`src/rtl/slps_pkg.sv`:
```
// Package for the sprite loop playback sequencer: operation, phase and
// register codes, limits, the divider control type and the frame clamp.
// No dependencies; slps_divider and the sequencer import it.
`default_nettype none

package slps_pkg;

    localparam logic [1:0] OP_TICK  = 2'd0;
    localparam logic [1:0] OP_STOP  = 2'd1;
    localparam logic [1:0] OP_START = 2'd2;

    localparam logic [1:0] PH_INTRO = 2'd0;
    localparam logic [1:0] PH_LOOP  = 2'd1;
    localparam logic [1:0] PH_OUTRO = 2'd2;
    localparam logic [1:0] PH_DONE  = 2'd3;

    localparam logic [2:0] CFG_FRAME_TOTAL   = 3'd0;
    localparam logic [2:0] CFG_LOOP_FIRST    = 3'd1;
    localparam logic [2:0] CFG_LOOP_AFTER    = 3'd2;
    localparam logic [2:0] CFG_FRAME_PERIOD  = 3'd3;
    localparam logic [2:0] CFG_SHEET_COLUMNS = 3'd4;

    localparam int TIME_W = 40;
    localparam int DIV_W  = 40;
    localparam int STEP_W = 6;

    localparam logic [TIME_W-1:0] TIME_MAX   = {TIME_W{1'b1}};
    localparam logic [26:0]       PERIOD_MAX = 27'd100000000;

    // Request from the sequencer to the shared divider.
    typedef struct packed {
        logic              start;
        logic [STEP_W-1:0] steps;
    } t_div_ctl;

    // Clamp a signed frame candidate to 0 .. top.
    function automatic logic [10:0] clamp_frame(logic signed [13:0] f, logic [10:0] top);
        logic signed [13:0] top_s;
        top_s = $signed({3'b000, top});
        if (f < 14'sd0) begin
            return 11'd0;
        end
        if (f > top_s) begin
            return top;
        end
        return f[10:0];
    endfunction

endpackage

`default_nettype wire

```
`src/rtl/slps_in_if.sv`:
```
// Input channel of the sprite loop playback sequencer: valid/ready
// handshake carrying one command item. No dependencies.
`default_nettype none

interface slps_in_if;
    logic        valid;
    logic        ready;
    logic [1:0]  operation;
    logic [23:0] elapsed_time;
    logic        sustain_flag;

    modport source (output valid, output operation, output elapsed_time,
                    output sustain_flag, input ready);
    modport sink   (input valid, input operation, input elapsed_time,
                    input sustain_flag, output ready);
endinterface

`default_nettype wire

```
`src/rtl/slps_out_if.sv`:
```
// Result channel of the sprite loop playback sequencer: valid/ready
// handshake carrying one status item. No dependencies.
`default_nettype none

interface slps_out_if;
    logic       valid;
    logic       ready;
    logic [1:0] playback_phase;
    logic       finished;
    logic [9:0] frame_index;
    logic [9:0] sheet_column;
    logic [9:0] sheet_row;

    modport source (output valid, output playback_phase, output finished,
                    output frame_index, output sheet_column, output sheet_row,
                    input ready);
    modport sink   (input valid, input playback_phase, input finished,
                    input frame_index, input sheet_column, input sheet_row,
                    output ready);
endinterface

`default_nettype wire

```
`src/rtl/slps_divider.sv`:
```
// Shared restoring divider, one quotient bit per cycle, up to 40 steps.
// Depends on slps_pkg for the widths and the control struct.
`default_nettype none

module slps_divider
    import slps_pkg::*;
(
    input  wire logic             i_clk,
    input  wire logic             i_rst_n,
    input  wire t_div_ctl         i_ctl,
    input  wire logic [DIV_W-1:0] i_dividend,
    input  wire logic [DIV_W-1:0] i_divisor,
    output logic                  o_done,
    output logic [DIV_W-1:0]      o_quotient,
    output logic [DIV_W-1:0]      o_remainder
);

    logic              r_busy;
    logic              r_done;
    logic [DIV_W-1:0]  r_rem;
    logic [DIV_W-1:0]  r_dq;
    logic [DIV_W-1:0]  r_div;
    logic [STEP_W-1:0] r_count;

    logic [DIV_W:0]    trial;
    logic              q_bit;
    logic [DIV_W-1:0]  n_rem;

    // The dividend is shifted out of the top of r_dq while quotient bits
    // enter at the bottom, so a short division uses a left-aligned dividend.
    always_comb begin
        trial = {r_rem, r_dq[DIV_W-1]};
        q_bit = (trial >= {1'b0, r_div});
        n_rem = q_bit ? DIV_W'(trial - {1'b0, r_div}) : trial[DIV_W-1:0];
    end

    always_ff @(posedge i_clk) begin
        if (!i_rst_n) begin
            r_busy <= 1'b0;
            r_done <= 1'b0;
        end else begin
            r_done <= 1'b0;
            if (i_ctl.start) begin
                r_busy <= 1'b1;
            end else if (r_busy && r_count == STEP_W'(1)) begin
                r_busy <= 1'b0;
                r_done <= 1'b1;
            end
        end
    end

    always_ff @(posedge i_clk) begin
        if (i_ctl.start) begin
            r_rem   <= '0;
            r_dq    <= i_dividend;
            r_div   <= i_divisor;
            r_count <= i_ctl.steps;
        end else if (r_busy) begin
            r_rem   <= n_rem;
            r_dq    <= {r_dq[DIV_W-2:0], q_bit};
            r_count <= r_count - STEP_W'(1);
        end
    end

    assign o_done      = r_done;
    assign o_quotient  = r_dq;
    assign o_remainder = r_rem;

    a_no_restart: assert property (@(posedge i_clk) disable iff (!i_rst_n)
        i_ctl.start |-> !r_busy)
        else $error("divider restarted while busy");

    a_rem_below_div: assert property (@(posedge i_clk) disable iff (!i_rst_n)
        r_done |-> (r_rem < r_div))
        else $error("divider remainder not below divisor");

    a_done_after_busy: assert property (@(posedge i_clk) disable iff (!i_rst_n)
        r_done |-> $past(r_busy))
        else $error("divider finished without running");

endmodule

`default_nettype wire

```
`src/rtl/sprite_loop_playback_sequencer.sv`:
```
// Sprite loop playback sequencer: intro, sustain loop, outro and done.
// Commands arrive on i_item (tick, stop request, start), each giving one
// status item on o_result: phase, finished flag, frame index and the sheet
// column and row of that frame. Registers are written through the plain
// port i_cfg_wr_en / i_cfg_index / i_cfg_data; the user must do so only
// while the block is idle, which the block itself does not enforce.
// Time is kept in whole microseconds in a 40-bit saturating phase timer.
// One item is worked on at a time; i_item.ready is high only between items.
// A shared 40-step restoring divider (one bit per cycle) does the
// divisions. A tick in intro or outro does one division by the frame
// period plus an 11-step division by the sheet columns. A tick in the
// loop also does a 40-step modulo by the loop duration before these. A
// tick that ends playback, and any item once playback is done, does only
// the division by the sheet columns. Other commands skip the tick step.
// The block returns to idle as the result is loaded, and it takes the next
// item from there. A shared 12 x 27 multiplier forms the
// phase durations. The result sits in an output register, so the next item
// may be accepted while it waits; a stalled receiver holds the block once
// that next item is ready to report. After reset the phase is done,
// finished is set and registers hold their reset values.
`default_nettype none

module sprite_loop_playback_sequencer
    import slps_pkg::*;
#(
    parameter int MAX_FRAMES = 1024
) (
    input  wire logic        i_clk,
    input  wire logic        i_rst_n,
    input  wire logic        i_cfg_wr_en,
    input  wire logic [2:0]  i_cfg_index,
    input  wire logic [26:0] i_cfg_data,
    slps_in_if.sink          i_item,
    slps_out_if.source       o_result
);

    typedef enum logic [3:0] {
        S_IDLE,
        S_APPLY,
        S_TICK,
        S_LOOP_MUL,
        S_DIV_A_START,
        S_DIV_A_WAIT,
        S_DIV_B_START,
        S_DIV_B_WAIT,
        S_COL_START,
        S_COL_WAIT,
        S_RESULT
    } t_state;

    t_state             r_state;

    logic [10:0]        r_cfg_frame_total;
    logic signed [11:0] r_cfg_loop_first;
    logic [10:0]        r_cfg_loop_after;
    logic [26:0]        r_cfg_period;
    logic [10:0]        r_cfg_columns;

    logic [1:0]         r_phase;
    logic [TIME_W-1:0]  r_time;
    logic               r_sustained;
    logic               r_stop_pending;
    logic               r_done_flag;

    logic [1:0]         r_op;
    logic [23:0]        r_dt;
    logic               r_sus;
    logic [TIME_W-1:0]  r_prod;
    logic [TIME_W-1:0]  r_num;
    logic [10:0]        r_idx;
    logic [10:0]        r_col;
    logic [10:0]        r_row;

    logic               r_out_valid;
    logic [1:0]         r_out_phase;
    logic               r_out_finished;
    logic [9:0]         r_out_frame;
    logic [9:0]         r_out_col;
    logic [9:0]         r_out_row;

    logic [10:0]        eff_total;
    logic [10:0]        top_frame;
    logic [26:0]        per;
    logic [10:0]        cols;
    logic               loop_ok;
    logic [10:0]        intro_frames;
    logic [10:0]        outro_frames;
    logic signed [12:0] len_raw;
    logic [11:0]        loop_len;
    logic [11:0]        mul_a;
    logic [TIME_W-1:0]  mul_p;
    logic [TIME_W:0]    time_sum;
    logic [TIME_W-1:0]  time_sat;
    logic               time_reached;
    logic [11:0]        q_sat;
    logic signed [13:0] frame_cand;

    t_div_ctl           div_ctl;
    logic [DIV_W-1:0]   div_dividend;
    logic [DIV_W-1:0]   div_divisor;
    logic               div_done;
    logic [DIV_W-1:0]   div_q;
    logic [DIV_W-1:0]   div_rem;

    always_comb begin
        eff_total = ({21'd0, r_cfg_frame_total} > MAX_FRAMES) ? 11'(MAX_FRAMES)
                                                                : r_cfg_frame_total;
        top_frame = (eff_total == 11'd0) ? 11'd0 : eff_total - 11'd1;

        if (r_cfg_period == 27'd0) begin
            per = 27'd1;
        end else if (r_cfg_period > PERIOD_MAX) begin
            per = PERIOD_MAX;
        end else begin
            per = r_cfg_period;
        end
        cols = (r_cfg_columns == 11'd0) ? 11'd1 : r_cfg_columns;

        loop_ok = !r_cfg_loop_first[11]
                  && ($signed({1'b0, r_cfg_loop_after}) > r_cfg_loop_first)
                  && (r_cfg_loop_after <= eff_total);

        intro_frames = (r_sustained && loop_ok) ? r_cfg_loop_first[10:0] : eff_total;
        outro_frames = (r_cfg_loop_after > eff_total) ? 11'd0
                                                      : eff_total - r_cfg_loop_after;

        len_raw  = $signed({2'b00, r_cfg_loop_after})
                   - $signed({r_cfg_loop_first[11], r_cfg_loop_first});
        loop_len = (len_raw < 13'sd1) ? 12'd1 : len_raw[11:0];

        // The multiplier serves the intro and outro durations and the loop duration.
        if (r_state == S_LOOP_MUL) begin
            mul_a = loop_len;
        end else if (r_phase == PH_OUTRO) begin
            mul_a = {1'b0, outro_frames};
        end else begin
            mul_a = {1'b0, intro_frames};
        end
        mul_p = {28'd0, mul_a} * {13'd0, per};

        time_sum     = {1'b0, r_time} + {17'd0, r_dt};
        time_sat     = time_sum[TIME_W] ? TIME_MAX : time_sum[TIME_W-1:0];
        time_reached = (r_time >= r_prod);

        // Any quotient past 12 bits lies beyond the clip and is clamped anyway.
        q_sat = (div_q[DIV_W-1:12] != '0) ? 12'hFFF : div_q[11:0];
        case (r_phase)
            PH_LOOP: begin
                frame_cand = $signed({{2{r_cfg_loop_first[11]}}, r_cfg_loop_first})
                             + $signed({2'b00, q_sat});
            end
            PH_OUTRO: begin
                frame_cand = $signed({3'b000, r_cfg_loop_after})
                             + $signed({2'b00, q_sat});
            end
            default: begin
                frame_cand = $signed({2'b00, q_sat});
            end
        endcase
    end

    always_comb begin
        div_ctl.start = 1'b0;
        div_ctl.steps = STEP_W'(DIV_W);
        div_dividend  = r_num;
        div_divisor   = {13'd0, per};
        case (r_state)
            S_DIV_A_START: begin
                div_ctl.start = 1'b1;
                div_dividend  = r_time;
                div_divisor   = r_prod;
            end
            S_DIV_B_START: begin
                div_ctl.start = 1'b1;
            end
            S_COL_START: begin
                div_ctl.start = 1'b1;
                div_ctl.steps = STEP_W'(11);
                div_dividend  = {r_idx, 29'd0};
                div_divisor   = {29'd0, cols};
            end
            default: begin
            end
        endcase
    end

    slps_divider u_divider (
        .i_clk       (i_clk),
        .i_rst_n     (i_rst_n),
        .i_ctl       (div_ctl),
        .i_dividend  (div_dividend),
        .i_divisor   (div_divisor),
        .o_done      (div_done),
        .o_quotient  (div_q),
        .o_remainder (div_rem)
    );

    always_ff @(posedge i_clk) begin
        if (!i_rst_n) begin
            r_state           <= S_IDLE;
            r_cfg_frame_total <= 11'd1;
            r_cfg_loop_first  <= -12'sd1;
            r_cfg_loop_after  <= 11'd0;
            r_cfg_period      <= 27'd33333;
            r_cfg_columns     <= 11'd1;
            r_phase           <= PH_DONE;
            r_time            <= '0;
            r_sustained       <= 1'b0;
            r_stop_pending    <= 1'b0;
            r_done_flag       <= 1'b1;
            r_out_valid       <= 1'b0;
        end else begin
            if (i_cfg_wr_en) begin
                case (i_cfg_index)
                    CFG_FRAME_TOTAL:   r_cfg_frame_total <= i_cfg_data[10:0];
                    CFG_LOOP_FIRST:    r_cfg_loop_first  <= $signed(i_cfg_data[11:0]);
                    CFG_LOOP_AFTER:    r_cfg_loop_after  <= i_cfg_data[10:0];
                    CFG_FRAME_PERIOD:  r_cfg_period      <= i_cfg_data;
                    CFG_SHEET_COLUMNS: r_cfg_columns     <= i_cfg_data[10:0];
                    default: begin
                    end
                endcase
            end

            // In S_RESULT the output register is reloaded below instead.
            if (o_result.valid && o_result.ready && r_state != S_RESULT) begin
                r_out_valid <= 1'b0;
            end

            case (r_state)
                S_IDLE: begin
                    if (i_item.valid) begin
                        r_op    <= i_item.operation;
                        r_dt    <= i_item.elapsed_time;
                        r_sus   <= i_item.sustain_flag;
                        r_state <= S_APPLY;
                    end
                end
                S_APPLY: begin
                    r_state <= (r_op == OP_TICK && !r_done_flag) ? S_TICK : S_LOOP_MUL;
                    case (r_op)
                        OP_TICK: begin
                            if (!r_done_flag) begin
                                r_time <= time_sat;
                                r_prod <= mul_p;
                            end
                        end
                        OP_STOP: begin
                            if (r_sustained && (r_phase == PH_INTRO || r_phase == PH_LOOP)) begin
                                r_stop_pending <= 1'b1;
                            end
                        end
                        OP_START: begin
                            r_sustained    <= r_sus;
                            r_stop_pending <= 1'b0;
                            r_done_flag    <= 1'b0;
                            r_phase        <= PH_INTRO;
                            r_time         <= '0;
                        end
                        default: begin
                        end
                    endcase
                end
                S_TICK: begin
                    r_state <= S_LOOP_MUL;
                    case (r_phase)
                        PH_INTRO: begin
                            if (time_reached) begin
                                r_time <= '0;
                                if (r_sustained && loop_ok) begin
                                    r_phase <= PH_LOOP;
                                end else begin
                                    r_phase     <= PH_DONE;
                                    r_done_flag <= 1'b1;
                                end
                            end
                        end
                        PH_LOOP: begin
                            if (r_stop_pending) begin
                                r_phase <= PH_OUTRO;
                                r_time  <= '0;
                            end
                        end
                        PH_OUTRO: begin
                            if (time_reached) begin
                                r_phase     <= PH_DONE;
                                r_done_flag <= 1'b1;
                            end
                        end
                        default: begin
                            r_done_flag <= 1'b1;
                        end
                    endcase
                end
                S_LOOP_MUL: begin
                    r_prod <= mul_p;
                    r_num  <= r_time;
                    if (r_phase == PH_DONE) begin
                        r_idx   <= top_frame;
                        r_state <= S_COL_START;
                    end else if (r_phase == PH_LOOP) begin
                        r_state <= S_DIV_A_START;
                    end else begin
                        r_state <= S_DIV_B_START;
                    end
                end
                S_DIV_A_START: begin
                    r_state <= S_DIV_A_WAIT;
                end
                S_DIV_A_WAIT: begin
                    if (div_done) begin
                        // Time within the current pass of the loop.
                        r_num   <= div_rem;
                        r_state <= S_DIV_B_START;
                    end
                end
                S_DIV_B_START: begin
                    r_state <= S_DIV_B_WAIT;
                end
                S_DIV_B_WAIT: begin
                    if (div_done) begin
                        r_idx   <= clamp_frame(frame_cand, top_frame);
                        r_state <= S_COL_START;
                    end
                end
                S_COL_START: begin
                    r_state <= S_COL_WAIT;
                end
                S_COL_WAIT: begin
                    if (div_done) begin
                        r_col   <= div_rem[10:0];
                        r_row   <= div_q[10:0];
                        r_state <= S_RESULT;
                    end
                end
                S_RESULT: begin
                    if (!r_out_valid || o_result.ready) begin
                        r_out_valid    <= 1'b1;
                        r_out_phase    <= r_phase;
                        r_out_finished <= r_done_flag;
                        r_out_frame    <= r_idx[9:0];
                        r_out_col      <= r_col[9:0];
                        r_out_row      <= r_row[9:0];
                        r_state        <= S_IDLE;
                    end
                end
                default: begin
                    r_state <= S_IDLE;
                end
            endcase
        end
    end

    assign i_item.ready            = (r_state == S_IDLE);
    assign o_result.valid          = r_out_valid;
    assign o_result.playback_phase = r_out_phase;
    assign o_result.finished       = r_out_finished;
    assign o_result.frame_index    = r_out_frame;
    assign o_result.sheet_column   = r_out_col;
    assign o_result.sheet_row      = r_out_row;

    a_done_matches_phase: assert property (@(posedge i_clk) disable iff (!i_rst_n)
        r_done_flag == (r_phase == PH_DONE))
        else $error("finished flag disagrees with phase");

    a_stop_needs_sustain: assert property (@(posedge i_clk) disable iff (!i_rst_n)
        r_stop_pending |-> r_sustained)
        else $error("stop pending without sustain");

    a_frame_in_clip: assert property (@(posedge i_clk) disable iff (!i_rst_n)
        (r_state == S_RESULT) |-> (r_idx <= top_frame))
        else $error("frame index beyond the clip");

    a_busy_after_accept: assert property (@(posedge i_clk) disable iff (!i_rst_n)
        (i_item.valid && i_item.ready) |=> !i_item.ready)
        else $error("second item taken while one is in progress");

endmodule

`default_nettype wire
```
`src/flat_wrapper.sv`:
```
// flat-port wrapper written by rule: the top's interface ports become plain ports
module sprite_loop_playback_sequencer_flat import slps_pkg::*;
#(
    parameter int MAX_FRAMES = 1024
)
  (i_clk, i_rst_n, i_cfg_wr_en, i_cfg_index, i_cfg_data, i_item_valid, i_item_operation, i_item_elapsed_time, i_item_sustain_flag, i_item_ready, o_result_valid, o_result_playback_phase, o_result_finished, o_result_frame_index, o_result_sheet_column, o_result_sheet_row, o_result_ready);
  slps_in_if i_item_i ();
  slps_out_if o_result_i ();
  input  wire logic i_clk;
  input  wire logic i_rst_n;
  input  wire logic i_cfg_wr_en;
  input  wire logic [2:0] i_cfg_index;
  input  wire logic [26:0] i_cfg_data;
  input wire logic [$bits(i_item_i.valid)-1:0] i_item_valid;
  input wire logic [$bits(i_item_i.operation)-1:0] i_item_operation;
  input wire logic [$bits(i_item_i.elapsed_time)-1:0] i_item_elapsed_time;
  input wire logic [$bits(i_item_i.sustain_flag)-1:0] i_item_sustain_flag;
  output wire logic [$bits(i_item_i.ready)-1:0] i_item_ready;
  output wire logic [$bits(o_result_i.valid)-1:0] o_result_valid;
  output wire logic [$bits(o_result_i.playback_phase)-1:0] o_result_playback_phase;
  output wire logic [$bits(o_result_i.finished)-1:0] o_result_finished;
  output wire logic [$bits(o_result_i.frame_index)-1:0] o_result_frame_index;
  output wire logic [$bits(o_result_i.sheet_column)-1:0] o_result_sheet_column;
  output wire logic [$bits(o_result_i.sheet_row)-1:0] o_result_sheet_row;
  input wire logic [$bits(o_result_i.ready)-1:0] o_result_ready;
  assign i_item_i.valid = i_item_valid;
  assign i_item_i.operation = i_item_operation;
  assign i_item_i.elapsed_time = i_item_elapsed_time;
  assign i_item_i.sustain_flag = i_item_sustain_flag;
  assign i_item_ready = i_item_i.ready;
  assign o_result_valid = o_result_i.valid;
  assign o_result_playback_phase = o_result_i.playback_phase;
  assign o_result_finished = o_result_i.finished;
  assign o_result_frame_index = o_result_i.frame_index;
  assign o_result_sheet_column = o_result_i.sheet_column;
  assign o_result_sheet_row = o_result_i.sheet_row;
  assign o_result_i.ready = o_result_ready;
  sprite_loop_playback_sequencer #(.MAX_FRAMES(MAX_FRAMES)) u_core (.i_clk(i_clk), .i_rst_n(i_rst_n), .i_cfg_wr_en(i_cfg_wr_en), .i_cfg_index(i_cfg_index), .i_cfg_data(i_cfg_data), .i_item(i_item_i), .o_result(o_result_i));
endmodule
```
`config.mk`:
```
export PLATFORM = sky130hd
export DESIGN_NAME = sprite_loop_playback_sequencer_flat
export DESIGN_NICKNAME = d
export VERILOG_FILES = /design/src/rtl/slps_pkg.sv /design/src/rtl/slps_in_if.sv /design/src/rtl/slps_out_if.sv /design/src/rtl/slps_divider.sv /design/src/rtl/sprite_loop_playback_sequencer.sv /design/src/flat_wrapper.sv
export SDC_FILE = /design/constraint.sdc
export NUM_CORES = 2
export LEC_CHECK = 0
export ABC_AREA = 1
export CAP_MARGIN = 20
export CORE_UTILIZATION = 50
export CTS_CLUSTER_DIAMETER = 120
export CTS_CLUSTER_SIZE = 10
export DETAILED_ROUTE_END_ITERATION = 10
export DONT_BUFFER_PORTS = 1
export SETUP_SLACK_MARGIN = 0.1
export SLEW_MARGIN = 20
export SYNTH_ARGS = -nofsm -noshare
export SYNTH_HDL_FRONTEND = slang
export SYNTH_SLANG_ARGS = --single-unit
```
`constraint.sdc`:
```
create_clock -name i_clk -period 18.4 [get_ports i_clk]
set_clock_uncertainty 0.05 [all_clocks]
set_input_delay 0.92 -clock i_clk [delete_from_list [all_inputs] [get_ports i_clk]]
set_output_delay 0.92 -clock i_clk [all_outputs]
set_load 0.005 [all_outputs]
```
==> results list <==
- Counting I/O delays and the setup requirement, the final critical path takes 9.61 ns.
* Total half-perimeter wirelength after legalization and detailed placement: 103000 um
- Setup repair after global routing left no endpoint under its margin.
- The tree built by TritonCTS fans out to 419 sinks.
* Combinational family with the most area after synthesis: simple AND/OR/NAND/NOR gates
- Residual antenna-violating net count after detailed routing: 0
* Count of endpoints failing setup in the final report: 0
* Worst EP required: 18.68 ns
- Total Neg Setup Slack: 0 ns
- Power density over cell area: 138 nW/um^2
* Maximum clock frequency: 104 MHz
- The H-tree was split into 2 levels.
* WHS: 0.329 ns
- Mapped Nets: 5487
* Class of the tightest hold or removal check: in -> reg
* Mean post-synth cell area: 7.53 um^2
* Wire length reported by the detailed router: 129000 um
- Post-detailed-route DRC marker count: 2
* Number of gates given a new drive strength after cts: 0
- Xor and xnor area share after synthesis: 1.96%
- Ports placed on the boundary: 97
- After global routing the overflow that remains totals 0.
- Total number of vias: 32997
- Gpl congestion: 0.968
- The worst setup path is launched from a register.
- Post-route clock period utilization: 52.2%
* Post-synthesis share of cell area spent on and, or, nand and nor gates: 23.7%
- Counting both buffers and inverters, the worst setup path holds a total of 9.
- For this run, the slowest stage of the critical path takes 0.80 ns.
- Measured along the y axis, the die boundary spans 274 um.
- Synthesis produced 4926 cells.
- In this run switching power makes up 48.9% of total power.
- Relative to the synthesized area, the layout overhead comes to 6.26%.
* Number of nets at the end of the flow: 5431
* Full die area: 75200 um^2
- Primary FF master, synth: sky130_fd_sc_hd__edfxtp_1
- Register share of total power: 25.9%
- Wire length of the first global-routing pass: 195000 um
- Counting stages on the worst path, the most repeated cell is sky130_fd_sc_hd__inv_1.
- Count of hold-fix buffers inserted at cts: 0
* Endpoint of the worst register-to-register path: u_core.r_prod[34]$_DFFE_PP_
* Total standard cell area after synthesis: 37100 um^2
- For the pin with the worst max-slew slack, the measured transition is 1.12 ns.
- From left edge to right edge, the die measures 274 um.
- Entering global routing, the biggest net connects 88 pins.
- Count of flip-flops with a built-in enable after synthesis: 255
* Number of input and output port buffers inserted: 0
- Yosys warns: 0
- Worst min-delay path endpoint: u_core.r_sus$_DFFE_PP_
* R2R cell count: 37
* Cell type with the highest aggregate area in the netlist: sky130_fd_sc_hd__edfxtp_1
* Relative contribution of the clock network to total power: 17.1%
- The final hold violation count came to 0.
* Delay-heaviest family, CP: simple AND/OR/NAND/NOR gates
* Global-route usage over all layers: 34.5%
- Dividing the detail-routed wire length by the instance count gives 22.0 um.
* Worst hold path stage count: 0
- The final max-slew violation count is 0.
- Dominant cells by area after synthesis: sky130_fd_sc_hd__edfxtp_1 21%, sky130_fd_sc_hd__fa_1 14%, sky130_fd_sc_hd__nand2_1 12%, sky130_fd_sc_hd__dfxtp_1 8.9%, sky130_fd_sc_hd__inv_1 8.5%
* Area share of the largest cell type after synthesis: 20.7%
- Detailed router's first-iteration violation count: 2857
* Instance area after placement: 37900 um^2
- In this run the power spent charging and discharging nets is 2.65 mW.
- In this run the core area contains 99 standard-cell rows.
- For the worst-skew pair, the clock arrives at the later sink with an insertion delay of 0.63 ns.
- The startpoint identified for the worst register-to-register timing path is u_core.r_cfg_frame_total[1]$_SDFFE_PN0P_.
* Drt via density: 5.62
- At the worst endpoint, the arrival time is 9.89 ns.
* Proportion of synthesized area in mux cells: 0.0608%
- Sequential elements use 29.5% of the synthesized area.
- Failing checks: DRC
* Critical-path maximum fanout: 20
* Number of max-capacitance violations reported: 0
- Antenna violations before repair: 11
- Summing the areas of all compound-gate instances in the mapped netlist gives 12.1% of the synthesized area.
- Synthesis instantiated 58 different standard cells from the library.
- Internal portion of total power: 2.77 mW
* Number of storage elements in the synthesis netlist: 419
* TritonCTS clock tree: built
- Area inside the core boundary: 73200 um^2
- Worst setup slack for register-to-register paths: 8.79 ns
- Via count of the first global-routing pass: 32166
* Clock tree buffer depth: 3
- The worst-case IR drop observed on VDD is 0.114 mV.
* Result of the run: complete, but fails checks
* Length of the first detailed-routing pass in iterations: 8
* Initial core utilization: 50.6%
- CP Capture Type: register
- After synthesis, the share of flip-flops with an asynchronous set or reset is 0%.
- Critical-path top delay cell: sky130_fd_sc_hd__nand3_1
- Of the total power, combinational logic draws 57.0%.
* Clock tree root driver cell: sky130_fd_sc_hd__clkbuf_16
- Total placed cells including tap cells: 5778
* LEAKAGE: 18.8 nW
- In this run the tightest slew margin relative to its limit is 25.3%.
- Post-synthesis adder-cell area fraction: 22.0%
- The post-route netlist has 3.67% of its cells at a drive strength greater than 1.
- Layout Cells excl Fill: 5872
- Buffers inserted during clock tree synthesis total 49.
- Worst Hold Launch: i_item_sustain_flag
- Final instance area: 39400 um^2
- The worst setup path is of the reg -> reg kind.
- Clock edge transition at the registers on the reported setup and hold paths: 0.07 ns
* Setup Fix Bufs, Post-CTS: 0
-- synthesized netlist by cell type (6+ instances only) --
master,count
sky130_fd_sc_hd__clkbuf_1,74
sky130_fd_sc_hd__buf_4,7
sky130_fd_sc_hd__xnor2_1,37
sky130_fd_sc_hd__nor2_1,442
sky130_fd_sc_hd__edfxtp_1,255
sky130_fd_sc_hd__nand2_1,1212
sky130_fd_sc_hd__nand3_1,298
sky130_fd_sc_hd__inv_2,20
sky130_fd_sc_hd__o21a_1,6
sky130_fd_sc_hd__o22ai_1,19
sky130_fd_sc_hd__o21ai_1,7
sky130_fd_sc_hd__dfxtp_1,164
sky130_fd_sc_hd__buf_6,10
sky130_fd_sc_hd__a21boi_0,11
sky130_fd_sc_hd__fa_1,256
sky130_fd_sc_hd__a22oi_1,31
sky130_fd_sc_hd__nand4_1,39
sky130_fd_sc_hd__o211ai_1,53
sky130_fd_sc_hd__or2_2,12
sky130_fd_sc_hd__nor4_1,25
sky130_fd_sc_hd__o21ai_0,281
sky130_fd_sc_hd__nor3_1,35
sky130_fd_sc_hd__buf_2,42
sky130_fd_sc_hd__ha_1,243
sky130_fd_sc_hd__nor2_2,9
sky130_fd_sc_hd__inv_1,835
sky130_fd_sc_hd__a31oi_1,19
sky130_fd_sc_hd__clkinv_1,13
sky130_fd_sc_hd__a21o_1,15
sky130_fd_sc_hd__nand2_2,12
sky130_fd_sc_hd__a21oi_1,321
sky130_fd_sc_hd__xor2_1,46
sky130_fd_sc_hd__nand3_2,9
sky130_fd_sc_hd__o21bai_1,23
sky130_fd_sc_hd__nand3b_1,6
-- worst max-delay path by stage --
stage	from	end	slack, ns	cells after the start
after global routing	u_core.r_cfg_frame_total[1]$_SDFFE_PN0P_	u_core.r_prod[24]$_DFFE_PP_	8.07	36
after global placement	u_core.r_cfg_frame_total[1]$_SDFFE_PN0P_	u_core.r_prod[34]$_DFFE_PP_	9.14	37
final	u_core.r_cfg_frame_total[1]$_SDFFE_PN0P_	u_core.r_prod[34]$_DFFE_PP_	8.79	37
after CTS	u_core.r_cfg_frame_total[1]$_SDFFE_PN0P_	u_core.r_prod[34]$_DFFE_PP_	8.93	37
after floorplan	u_core.r_cfg_frame_total[1]$_SDFFE_PN0P_	u_core.r_prod[24]$_DFFE_PP_	11.15	39
after detailed placement	u_core.r_cfg_frame_total[1]$_SDFFE_PN0P_	u_core.r_prod[34]$_DFFE_PP_	8.99	37
-- cell families (layout without fill, tap and decap cells) --
| group | after synthesis | in the layout |
|---|---|---|
| other | 0 | 3 |
| adders and majority gates | 499 | 499 |
| and+or+nand+nor | 2114 | 2114 |
| muxes | 2 | 2 |
| AOI/OAI and AO/OA | 804 | 804 |
| xor gates and xnor gates | 83 | 83 |
| buffers and inverters | 1005 | 989 |
| DFF | 419 | 419 |
-- layout make-up --
| class | instances | area (um^2) |
|---|---|---|
| clock inverter | 7 | 108 |
| timing repair buffer | 30 | 225 |
| multi-input combinational | 3502 | 22300 |
| sequential | 419 | 10900 |
| clock buffer | 84 | 1370 |
| tap | 959 | 1200 |
| fill | 7183 | 33800 |
| inverter | 868 | 3260 |
| antenna | 3 | 7.51 |
-- power groups by stage --
stage / registers, mW / logic, mW / clock network, mW
2_1_floorplan: 1.33 / 2.31 / 0
3_3_place_gp: 1.42 / 3.05 / 0
3_5_place_dp: 1.42 / 3.07 / 0
4_1_cts: 1.40 / 3.08 / 0.947
5_1_grt: 1.41 / 3.51 / 0.975
6_report: 1.40 / 3.09 / 0.926
-- registers in the layout, summed over array words and instances, names as in the netlist, 6 cells and up --
name / count
u_core.r_num: 40
u_core.r_time: 40
u_core.u_divider.o_quotient: 40
u_core.u_divider.o_remainder: 40
u_core.r_prod: 39
u_core.u_divider.r_div: 39
u_core.r_cfg_period: 27
u_core.r_dt: 24
u_core.r_cfg_loop_first: 12
u_core.r_cfg_columns: 11
u_core.r_cfg_frame_total: 11
u_core.r_cfg_loop_after: 11
u_core.r_idx: 11
u_core.o_result.frame_index: 10
u_core.o_result.sheet_column: 10
u_core.o_result.sheet_row: 10
u_core.r_col: 10
u_core.r_row: 10
u_core.u_divider.r_count: 6
-- cells in the final DEF (no fill, tap or decap), types with 19 or more instances in the layout --
cell type                   instances
sky130_fd_sc_hd__ha_1             243
sky130_fd_sc_hd__clkbuf_1          34
sky130_fd_sc_hd__o21ai_0          281
sky130_fd_sc_hd__inv_2             22
sky130_fd_sc_hd__a22oi_1           31
sky130_fd_sc_hd__nor2_1           436
sky130_fd_sc_hd__a31oi_1           19
sky130_fd_sc_hd__fa_1             256
sky130_fd_sc_hd__o22ai_1           19
sky130_fd_sc_hd__nand3_1          298
sky130_fd_sc_hd__o21bai_1          23
sky130_fd_sc_hd__xor2_1            46
sky130_fd_sc_hd__o211ai_1          53
sky130_fd_sc_hd__dfxtp_1          164
sky130_fd_sc_hd__inv_1            834
sky130_fd_sc_hd__nand2_1         1212
sky130_fd_sc_hd__nor4_1            22
sky130_fd_sc_hd__buf_4             30
sky130_fd_sc_hd__a21oi_1          319
sky130_fd_sc_hd__clkbuf_16         49
sky130_fd_sc_hd__xnor2_1           37
sky130_fd_sc_hd__nor3_1            34
sky130_fd_sc_hd__nand4_1           39
sky130_fd_sc_hd__edfxtp_1         255
-- routing by layer --
metal  wire length (um)  global-route usage, %  vias up
met1              54400                   45.4    15710
met2              59100                   56.6     1258
met3              10100                   5.98      264
met5                 87                      0        -
li1                   -                      -    15753
met4               5420                   13.2       12
-- per-stage QoR --
step                      utilization [%]  setup slack (ns)  power (mW)
final                                53.8              8.79        5.42
after global routing                 53.8              8.07        5.90
after CTS                            53.8              8.93        5.43
after detailed placement             51.8              8.99        4.48
after global placement               51.8              9.14        4.47
after floorplan                         -             11.15        3.64
Note: power is estimated with default switching activity, not from simulation.
